===== config.mk =====
export PLATFORM = sky130hd
export DESIGN_NAME = npc_dist
export DESIGN_NICKNAME = d
export VERILOG_FILES = /design/src/hw/rtl/npc_pkg.sv /design/src/hw/rtl/npc_dist.sv
export SDC_FILE = /design/constraint.sdc
export NUM_CORES = 1
export LEC_CHECK = 0
export ABC_AREA = 1
export BUFFER_PORTS_ARGS = -buffer_cell sky130_fd_sc_hd__buf_2
export CORE_MARGIN = 1.5
export CORE_UTILIZATION = 25
export DETAILED_ROUTE_END_ITERATION = 10
export GPL_TIMING_DRIVEN = 0
export PLACE_DENSITY_LB_ADDON = 0.12
export SETUP_SLACK_MARGIN = 0.15
export SLEW_MARGIN = 20
export SYNTH_ARGS = -nofsm -noshare
export SYNTH_HDL_FRONTEND = slang
export SYNTH_SLANG_ARGS = --single-unit

===== constraint.sdc =====
create_clock -name i_clk -period 5 [get_ports i_clk]
set_input_delay 0.5 -clock i_clk [delete_from_list [all_inputs] [get_ports i_clk]]
set_output_delay 0.5 -clock i_clk [all_outputs]
set_load 0.05 [all_outputs]

===== src/hw/rtl/npc_pkg.sv =====
// ============================================================================
// npc_pkg
// Shared widths, codes and types for the nearest palette color search block.
// ============================================================================
package npc_pkg;

    // payload widths
    localparam int COMP_W  = 8;                // stored and requested color component
    localparam int QCOMP_W = 6;                // query component after dropping two lsbs
    localparam int IDX_W   = 8;                // palette index
    localparam int ENTRY_W = 3 * COMP_W;       // packed {red, green, blue}
    localparam int SQ_W    = 2 * COMP_W;       // one squared difference
    localparam int DIST_W  = 18;               // sum of three squares

    // largest reachable distance, 3 * 255 * 255
    localparam logic [DIST_W-1:0] MAX_DIST = DIST_W'(195075);

    // request mode codes
    localparam logic MODE_WRITE = 1'b0;
    localparam logic MODE_QUERY = 1'b1;

    // scan sequencer states
    typedef enum logic [1:0] {
        ST_IDLE,
        ST_SCAN,
        ST_WAIT,
        ST_DONE
    } t_state;

    // tag that travels with each palette read down the distance pipeline
    typedef struct packed {
        logic             vld;
        logic             last;
        logic [IDX_W-1:0] idx;
    } t_scan_tag;

endpackage


===== src/hw/rtl/npc_dist.sv =====
// ============================================================================
// npc_dist
// Two-stage squared euclidean distance between the query color and one
// palette entry: absolute differences and squares, then the sum.
// ============================================================================
module npc_dist (
    input  logic                            i_clk,
    input  logic                            i_rst_n,
    input  logic [npc_pkg::QCOMP_W-1:0]     i_q_red,
    input  logic [npc_pkg::QCOMP_W-1:0]     i_q_green,
    input  logic [npc_pkg::QCOMP_W-1:0]     i_q_blue,
    input  logic [npc_pkg::ENTRY_W-1:0]     i_entry,
    input  npc_pkg::t_scan_tag              i_tag,
    output logic [npc_pkg::DIST_W-1:0]      o_dist,
    output npc_pkg::t_scan_tag              o_tag
);

    localparam int CW = npc_pkg::COMP_W;

    logic [CW-1:0]              w_qr, w_qg, w_qb;
    logic [CW-1:0]              w_er, w_eg, w_eb;
    logic [CW-1:0]              w_dr, w_dg, w_db;
    logic [npc_pkg::SQ_W-1:0]   r_sq_r, r_sq_g, r_sq_b;
    npc_pkg::t_scan_tag         r_sq_tag;
    logic [npc_pkg::DIST_W-1:0] r_dist;
    npc_pkg::t_scan_tag         r_dist_tag;

    // widen the query, split the entry
    assign w_qr = CW'(i_q_red);
    assign w_qg = CW'(i_q_green);
    assign w_qb = CW'(i_q_blue);
    assign w_er = i_entry[3*CW-1:2*CW];
    assign w_eg = i_entry[2*CW-1:CW];
    assign w_eb = i_entry[CW-1:0];

    // absolute component differences
    always_comb begin
        w_dr = (w_qr >= w_er) ? (w_qr - w_er) : (w_er - w_qr);
        w_dg = (w_qg >= w_eg) ? (w_qg - w_eg) : (w_eg - w_qg);
        w_db = (w_qb >= w_eb) ? (w_qb - w_eb) : (w_eb - w_qb);
    end

    // stage 1: squares
    always_ff @(posedge i_clk) begin
        r_sq_r <= w_dr * w_dr;
        r_sq_g <= w_dg * w_dg;
        r_sq_b <= w_db * w_db;
    end

    // stage 2: sum of squares
    always_ff @(posedge i_clk) begin
        r_dist <= npc_pkg::DIST_W'(r_sq_r) + npc_pkg::DIST_W'(r_sq_g)
                + npc_pkg::DIST_W'(r_sq_b);
    end

    // tag pipeline, valid cleared by reset
    always_ff @(posedge i_clk) begin
        if (!i_rst_n) begin
            r_sq_tag   <= '0;
            r_dist_tag <= '0;
        end else begin
            r_sq_tag   <= i_tag;
            r_dist_tag <= r_sq_tag;
        end
    end

    assign o_dist = r_dist;
    assign o_tag  = r_dist_tag;

    // a sum never exceeds three full-range squares
    a_dist_range: assert property (@(posedge i_clk) disable iff (!i_rst_n)
        r_dist_tag.vld |-> r_dist <= npc_pkg::MAX_DIST)
        else $error("distance out of range");

    // tags move one stage per cycle
    a_tag_flow: assert property (@(posedge i_clk) disable iff (!i_rst_n)
        i_tag.vld |=> ##1 (r_dist_tag.vld && r_dist_tag.idx == $past(i_tag.idx, 2)))
        else $error("tag lost in distance pipeline");

    // last marker only on a valid tag
    a_last_vld: assert property (@(posedge i_clk) disable iff (!i_rst_n)
        r_dist_tag.last |-> r_dist_tag.vld)
        else $error("last marker without valid tag");

endmodule


# == Word-level counts from Yosys, hierarchy flattened ==
# Cells that the tools add are included.
# op_classes
addsub,8
n_mul,3
magnitude_cmp,3
muxes,3
# op_table
operator,n
$mul 8x8->16,3
$ge 6x8->1,3
$mux 8,3
$sub 6x8->8,3
$sub 8x6->8,3
$add 17x16->18,1
$add 16x16->17,1
# word_totals
ff_bits,86
in_bits,54
output_inout_bits,28
wordCells,27

# == Longest topological paths before layout ==
# Gate-level depths: netlist of the first run.
# logic_depth
word_depth,3
depth_mapped,31

# == Least setup slack after synthesis of the first run ==
# No wires, ideal clock.
# synth_timing
path_type,input -> register
from,in i_q_green[0] (netlist bit)
to,reg r_sq_g[13] (netlist bit)
setup_ps,127
arrival_ps,5206
required_time_ps,4873
slack_ps,-333
cell_stages,23
cell_sequence,inv_1 ha_1 inv_1 fa_1 nand3_1 nand3_1 nand2_1 nand3_4 o21ai_2 inv_2 nor2_1 fa_1 fa_1 inv_1 fa_1 fa_1 inv_1 ha_1 a21oi_1 o21ai_0 a21oi_1 o21ai_0 xor2_1
# synth_via
elab_chain_len,3
word_cells_on_any_way,5
cone_classes,2 x add/sub; 1 x mul; 1 x order compare; 1 x mux
# synth_lines
item,line_no,text
start: declaration,npc_dist.sv:10,"input logic [npc_pkg::QCOMP_W-1:0] i_q_green,"
"$sub 8x6->8, or another cell as far along",npc_dist.sv:39,w_dg = (w_qg >= w_eg) ? (w_qg - w_eg) : (w_eg - w_qg);
$mux 8 *,npc_dist.sv:39,
$mul 8x8->16 *,npc_dist.sv:46,r_sq_g <= w_dg * w_dg;
end signal: assignment,npc_dist.sv:46,
end: declaration,npc_dist.sv:23,"logic [npc_pkg::SQ_W-1:0] r_sq_r, r_sq_g, r_sq_b;"
# Every way passes the cells marked *; elsewhere a longest branch is shown, timed or not.
# A chain may end at the register's enable or synchronous reset.

# == Worst setup path after layout of the first run ==
# layout_timing
from,in i_q_blue[0] (netlist bit)
to,reg r_sq_b[15] (netlist bit)
# layout_via
elab_chain_len,3
word_cells_on_any_way,5
cone_classes,2 x add/sub; 1 x mul; 1 x order compare; 1 x mux
# layout_lines
item,line_no,text
start: declaration,npc_dist.sv:11,"input logic [npc_pkg::QCOMP_W-1:0] i_q_blue,"
"$sub 8x6->8, or another cell as far along",npc_dist.sv:40,w_db = (w_qb >= w_eb) ? (w_qb - w_eb) : (w_eb - w_qb);
$mux 8 *,npc_dist.sv:40,
$mul 8x8->16 *,npc_dist.sv:47,r_sq_b <= w_db * w_db;
end signal: assignment,npc_dist.sv:47,
end: declaration,npc_dist.sv:23,
# Marked as above.

==> results of run 1 <==
through the flow:
stage	std cells	utilization, %
after floorplan	1349	-
after global placement	1951	29.4
after detailed placement	1951	29.4
after CTS	2040	32.9
after global routing	2079	35.2
final	2079	35.2
final cells by class:
class | count | area, µm² | area share [%]
multi-input cells | 952 | 8740 | 62.3
flip-flops and latches | 83 | 1660 | 11.8
repair buffers | 188 | 1340 | 9.53
inverters | 302 | 1230 | 8.75
well taps | 525 | 657 | 4.68
clock buffers | 10 | 239 | 1.70
plain buffers | 13 | 96.3 | 0.686
clock inverters | 6 | 71.3 | 0.508
cell usage in the layout, fill, tap and decap left out, types with 39 or more instances in the layout:
cell type / count
sky130_fd_sc_hd__nand2_1: 212
sky130_fd_sc_hd__inv_2: 39
sky130_fd_sc_hd__nor2_1: 99
sky130_fd_sc_hd__fa_1: 87
sky130_fd_sc_hd__nand2_2: 39
sky130_fd_sc_hd__nand3_1: 42
sky130_fd_sc_hd__ha_1: 110
sky130_fd_sc_hd__buf_2: 75
sky130_fd_sc_hd__a21oi_1: 42
sky130_fd_sc_hd__inv_1: 242
sky130_fd_sc_hd__buf_4: 101
sky130_fd_sc_hd__dfxtp_1: 83
routing by layer:
metal  part of all wire (%)  GRT usage (%)  up-vias  wire, µm
met1                     51           17.1     3954     12500
met5                      0              0        -         0
met4                   0.43           1.34        0       107
met3                    2.6           1.50       12       648
met2                     46           19.5       93     11400
li1                       -              -     4519         -
Yosys cell counts (all sizes together) (3+ instances only):
| cell type | instances |
|---|---|
| nor3 | 9 |
| nand2 | 300 |
| clkbuf | 7 |
| inv | 302 |
| nor2 | 129 |
| buf | 6 |
| a21o | 4 |
| a31oi | 5 |
| a21oi | 68 |
| o21ai | 36 |
| nand4 | 19 |
| or2 | 8 |
| xnor2 | 30 |
| dfxtp | 83 |
| xor2 | 38 |
| a21boi | 3 |
| ha | 139 |
| o21bai | 3 |
| nand3 | 53 |
| fa | 97 |
logic make-up after synthesis:
family | share of synthesized area, %
compound gates | 6.76
xor+xnor | 5.90
fa+ha+maj | 36.4
buf+inv | 11.8
flops | 16.5
other cells | 0.0371
simple gates | 22.6
worst max-delay path, cell delays in order:
cell and delay [ns]:
sky130_fd_sc_hd__buf_8 0.11, sky130_fd_sc_hd__clkinv_8 0.03, sky130_fd_sc_hd__ha_4 0.12, sky130_fd_sc_hd__inv_4 0.03, sky130_fd_sc_hd__fa_2 0.34, sky130_fd_sc_hd__nand3_2 0.07, sky130_fd_sc_hd__nand2_2 0.07, sky130_fd_sc_hd__nand2_2 0.10
sky130_fd_sc_hd__nand3_4 0.20, sky130_fd_sc_hd__inv_8 0.17, sky130_fd_sc_hd__nand2_8 0.07, sky130_fd_sc_hd__nand2_8 0.09, sky130_fd_sc_hd__nor2_4 0.04, sky130_fd_sc_hd__buf_4 0.13, sky130_fd_sc_hd__fa_1 0.46, sky130_fd_sc_hd__fa_1 0.51
sky130_fd_sc_hd__inv_2 0.04, sky130_fd_sc_hd__fa_1 0.50, sky130_fd_sc_hd__fa_1 0.53, sky130_fd_sc_hd__inv_2 0.05, sky130_fd_sc_hd__ha_4 0.27, sky130_fd_sc_hd__buf_4 0.11, sky130_fd_sc_hd__nand4_1 0.12, sky130_fd_sc_hd__nor3_1 0.20
sky130_fd_sc_hd__nor2_1 0.08, sky130_fd_sc_hd__o21bai_1 0.15, sky130_fd_sc_hd__nand2_1 0.11
state kept, by name (all words and copies together), names as in the netlist:
register and count:
r_sq_r 15, r_sq_g 15, o_dist 18, r_sq_tag 10, r_sq_b 15, o_tag 10
worst paths after layout:
check,slack (ns),endpoint
setup / recovery,0.06,r_sq_b[15]
hold / removal,0.34,r_sq_tag[0]
setup reg to reg,2.65,o_dist[17]
hold reg to reg,0.41,o_tag[4]
timing repair:
action,in CTS,in global routing
gates resized for setup,124,147
endpoints found under the setup margin,25,27
cloned,1,0
pin swaps,102,110
setup buffers,72,39
hold buffers,0,0
==> impl_metrics.env, run 1 <==
export IMPL_skew_ns=0.0118
export IMPL_cts_sink_count=83
export IMPL_routed_via_count=8578
export IMPL_dr_first_iter_drc_count=235
export IMPL_finalHoldViolations=0
export IMPL_antenna_left=0
export IMPL_fraction_of_registers_with_async_set_or_reset_after_synthesis_pct=0
export IMPL_critical_path_arrival_ns=5.22
export IMPL_cts_root_buf="sky130_fd_sc_hd__clkbuf_16"
export IMPL_syn_cell_area_mm2=0.0101
export IMPL_ys_dominant_reg_cell="sky130_fd_sc_hd__dfxtp_1"
export IMPL_design_die_area_mm2=0.0416
export IMPL_clk_path_buf_depth=2
export IMPL_fraction_of_layout_instances_using_a_drive_strength_above_1_pct=32.8
export IMPL_dp_final_hpwl_mm=20.1
export IMPL_syn2layout_area_growth_pct=39.0
export IMPL_total_setup_violations_reported_at_the_end_of_the_flow=0
export IMPL_rows=73
export IMPL_die_w_um=204
export IMPL_synth_seq_area_share_pct=16.5
export IMPL_grt_first_pass_wirelength_mm=40.6
export IMPL_synthCells=1347
export IMPL_startpoint="i_q_blue[0]"
export IMPL_route_final_wire_length_mm=24.6
export IMPL_rsz_0062_raised_after_global_routing="true"
export IMPL_postSynthAreaPerCell_um2=7.50
export IMPL_first_global_vias=8464
export IMPL_vias_per_cell=4.13
export IMPL_detail_route_wl_per_cell_um=11.8
export IMPL_post_synth_top_area_fraction_pct=19.2
export IMPL_cell_taking_the_most_area_after_synthesis="sky130_fd_sc_hd__fa_1"
export IMPL_outcome="completed"
export IMPL_cts_buffers=9
export IMPL_chipHeight_um=204
export IMPL_htreeDepth=3
export IMPL_yosysWarnings=0
export IMPL_fmaxAchievable_ghz=0.203
export IMPL_hold_worst_slack_ns=0.337
export IMPL_antennaDiodeCount=0
export IMPL_final_max_slew_violation_count=0
export IMPL_core_region_area_mm2=0.0398
export IMPL_crit_reg2reg_launch="r_sq_r[8]"
export IMPL_holdCritStartpoint="i_tag[0]"
export IMPL_timing_worst_setup_path_type="input port to flop"
export IMPL_routability_congestion_estimate_from_global_placement=0.795
export IMPL_final_setup_tns_ns=0
export IMPL_type_of_the_worst_min_delay_path="input port to flop"
export IMPL_clkLatencyLatePin_ns=0.35
export IMPL_rr_worst_depth=8
export IMPL_max_cap_violations=0
export IMPL_setup_slack_ns=0.0649
export IMPL_dp_slack_ns=-0.768
export IMPL_gr_total_overflow=0
export IMPL_postPlaceCellArea_mm2=0.0117
export IMPL_yosys_register_bits=83
export IMPL_starting_utilization_of_the_core_area_pct=25.4
export IMPL_critical_path_rt_ns=5.28
export IMPL_clkTransAtPathRegs_ns=0.06
export IMPL_min_delay_path_depth=3
export IMPL_synthTopCellsByArea="sky130_fd_sc_hd__fa_1, sky130_fd_sc_hd__ha_1, sky130_fd_sc_hd__dfxtp_1, sky130_fd_sc_hd__inv_1, sky130_fd_sc_hd__nand2_1"
export IMPL_stdcell_area_mm2=0.0140
export IMPL_synth_cell_types=41
export IMPL_synth_edf_count=0
export IMPL_globalRouteTotalUtil_pct=11.9
export IMPL_finalWorstPathRequiredPeriod_ns=4.94
export IMPL_fraction_of_the_cycle_the_final_worst_path_needs_pct=98.7
export IMPL_post_route_drc_count=0
export IMPL_end_kind="flop"
export IMPL_tritoncts="built"
export IMPL_timing_critical_path_fanout_max=7
export IMPL_antenna_found_initial=0
export IMPL_drt_pass1_iter_count=6
export IMPL_grt_start_max_net_pins=16
export IMPL_start_kind="input port"
export IMPL_number_of_ports_placed_on_the_die_boundary=82
export IMPL_port_buffers=77
export IMPL_fin_nets=1839
export IMPL_n_fill_cell=4269
Power of run 1 is left out: the tool's default activity adds up to more than one toggle a clock period on the data nets, which glitch-free logic cannot reach.
==> inputs of run 2 (changes only) <==
==> constraint.sdc (replaced) <==
create_clock -name i_clk -period 6.3 [get_ports i_clk]
set_input_delay 0.63 -clock i_clk [delete_from_list [all_inputs] [get_ports i_clk]]
set_output_delay 0.63 -clock i_clk [all_outputs]
set_load 0.05 [all_outputs]
==> impl_metrics.env, run 2 (synthesis gave the netlist of run 1 again) <==
export IMPL_crit_path_top_delay_cell="sky130_fd_sc_hd__fa_1"
export IMPL_cts_root_buf="sky130_fd_sc_hd__clkbuf_16"
export IMPL_critPathMaxStageDelay_ns=0.55
export IMPL_type_of_the_worst_min_delay_path="flop to flop"
export IMPL_die_w_um=204
export IMPL_largest_register_ffs=18
export IMPL_multi_input_comb_area_mm2=0.00727
export IMPL_tritoncts="built"
export IMPL_n_fill_cell=4487
export IMPL_cts_buffers=9
export IMPL_routed_via_count=8109
export IMPL_design_die_area_mm2=0.0416
export IMPL_rr_worst_depth=7
export IMPL_finalWorstPathRequiredPeriod_ns=5.78
export IMPL_critical_path_rt_ns=6.55
export IMPL_detail_route_wl_per_cell_um=11.6
export IMPL_core_region_area_mm2=0.0398
export IMPL_skew_ns=0.00706
export IMPL_critPathMostFrequentCell="sky130_fd_sc_hd__inv_1"
export IMPL_clk_path_buf_depth=2
export IMPL_regToRegSetupSlack_ns=3.91
export IMPL_vias_per_cell=4.12
export IMPL_final_setup_tns_ns=0
export IMPL_route_final_wire_length_mm=22.9
export IMPL_syn2layout_area_growth_pct=13.7
export IMPL_grt_first_pass_wirelength_mm=39.2
export IMPL_clkTransAtPathRegs_ns=0.06
export IMPL_worst_slew_pin_slew_ns=0.548
export IMPL_rsz_0062_raised_after_global_routing="true"
export IMPL_total_setup_violations_reported_at_the_end_of_the_flow=0
export IMPL_timing_worst_setup_path_type="input port to flop"
export IMPL_outcome="completed"
export IMPL_globalRouteTotalUtil_pct=11.5
export IMPL_grt_start_max_net_pins=16
export IMPL_dr_first_iter_drc_count=282
export IMPL_gr_total_overflow=0
export IMPL_register_area_mm2=0.00166
export IMPL_final_common_cell="sky130_fd_sc_hd__inv_1"
export IMPL_max_cap_violations=0
export IMPL_crit_buf_inv=7
export IMPL_fmaxAchievable_ghz=0.173
export IMPL_crit_reg2reg_launch="r_sq_r[8]"
export IMPL_worst_path_dominant_cell_family="adder cells"
export IMPL_critical_path_arrival_ns=6.03
export IMPL_antennaDiodeCount=0
export IMPL_timing_critical_path_fanout_max=9
export IMPL_fin_nets=1728
export IMPL_start_kind="input port"
export IMPL_rows=73
export IMPL_critical_path_depth=26
export IMPL_antenna_left=0
export IMPL_starting_utilization_of_the_core_area_pct=25.4
export IMPL_routability_congestion_estimate_from_global_placement=0.777
export IMPL_end_kind="flop"
export IMPL_first_global_vias=7975
export IMPL_finalHoldViolations=0
export IMPL_drt_pass1_iter_count=4
export IMPL_most_common_layout_cells="sky130_fd_sc_hd__inv_1, sky130_fd_sc_hd__nand2_1, sky130_fd_sc_hd__ha_1"
export IMPL_post_route_drc_count=0
export IMPL_dp_final_hpwl_mm=20.1
export IMPL_number_of_ports_placed_on_the_die_boundary=82
export IMPL_fraction_of_the_cycle_the_final_worst_path_needs_pct=91.8
export IMPL_chipHeight_um=204
export IMPL_cts_sink_count=83
export IMPL_antenna_found_initial=0
export IMPL_min_to="o_tag[6]"
export IMPL_port_buffers=77
export IMPL_htreeDepth=3
export IMPL_holdCritStartpoint="r_sq_tag[6]"
export IMPL_relSlewSlack_pct=63.1
export IMPL_clkLatencyLatePin_ns=0.33
export IMPL_final_max_slew_violation_count=0
export IMPL_reg2reg_to="o_dist[13]"
export IMPL_cts_hold_fix_buffers=0
export IMPL_fraction_of_layout_instances_using_a_drive_strength_above_1_pct=12.0
export IMPL_min_delay_path_depth=2
==> run 2: cell count changes in the layout (fill, tap and decap cells not counted), moves of 15 or more <==
cell	change
sky130_fd_sc_hd__buf_4	-100
sky130_fd_sc_hd__nor2_4	-15
sky130_fd_sc_hd__nand2_1	+61
sky130_fd_sc_hd__o21ai_0	+16
sky130_fd_sc_hd__nand2_2	-20
sky130_fd_sc_hd__nand2_4	-27
sky130_fd_sc_hd__nor2_1	+21
sky130_fd_sc_hd__inv_1	+44
sky130_fd_sc_hd__ha_4	-27
sky130_fd_sc_hd__a21oi_1	+24
sky130_fd_sc_hd__inv_2	-24
sky130_fd_sc_hd__ha_1	+29
==> run 2: cell type report <==
cell class,instances,share of cell area [%]
clock inverters,6,0.621
inverters,302,9.89
well taps,525,5.72
multi-input cells,951,63.3
flip-flops and latches,83,14.5
plain buffers,13,0.523
clock buffers,10,2.08
repair buffers,78,3.42
==> run 2: how the worst max path moves through the flow <==
| stage | end | slack (ns) | from |
|---|---|---|---|
| floorplan | r_sq_g[13] | 0.84 | i_q_green[0] |
| global placement | r_sq_b[13] | 0.06 | i_q_blue[0] |
| detailed placement | r_sq_b[13] | 0.07 | i_q_blue[0] |
| CTS | r_sq_b[13] | 0.41 | i_q_blue[0] |
| global route | r_sq_g[13] | 0.11 | i_q_green[0] |
| finish | r_sq_g[13] | 0.52 | i_q_green[0] |
==> run 2: what timing repair did <==
action,CTS,global route
buffers inserted,0,1
gates resized for setup,0,9
endpoints found under the setup margin,0,8
==> run 2: per-stage QoR <==
stage	utilization [%]	hold WS, ns	worst slack, ns	instance area [µm²]	std cells
after floorplan	-	0.390	0.837	10100	1349
after global placement	28.0	0.393	0.0638	11100	1951
after detailed placement	28.0	0.397	0.0747	11100	1951
after CTS	28.8	0.413	0.414	11500	1967
after global routing	28.8	0.430	0.110	11500	1968
final	28.8	0.411	0.519	11500	1968
==> run 2: metal layers <==
| layer | up-vias | track usage [%] | routed length [µm] |
|---|---|---|---|
| li1 | 4301 | - | - |
| met1 | 3708 | 16.6 | 11800 |
| met2 | 89 | 18.6 | 10300 |
| met3 | 11 | 1.40 | 624 |
| met4 | 0 | 1.39 | 128 |
| met5 | - | 0 | 0 |
==> run 2: worst reg2reg max path: stages, from the launching register on <==
cell                      delay (ns)
sky130_fd_sc_hd__dfxtp_1        0.33
sky130_fd_sc_hd__fa_1           0.48
sky130_fd_sc_hd__ha_1           0.37
sky130_fd_sc_hd__a21oi_1        0.24
sky130_fd_sc_hd__o21ai_0        0.11
sky130_fd_sc_hd__a21oi_1        0.29
sky130_fd_sc_hd__o21ai_0        0.24
sky130_fd_sc_hd__xor2_1         0.20
Power of run 2 is left out for the same reason.
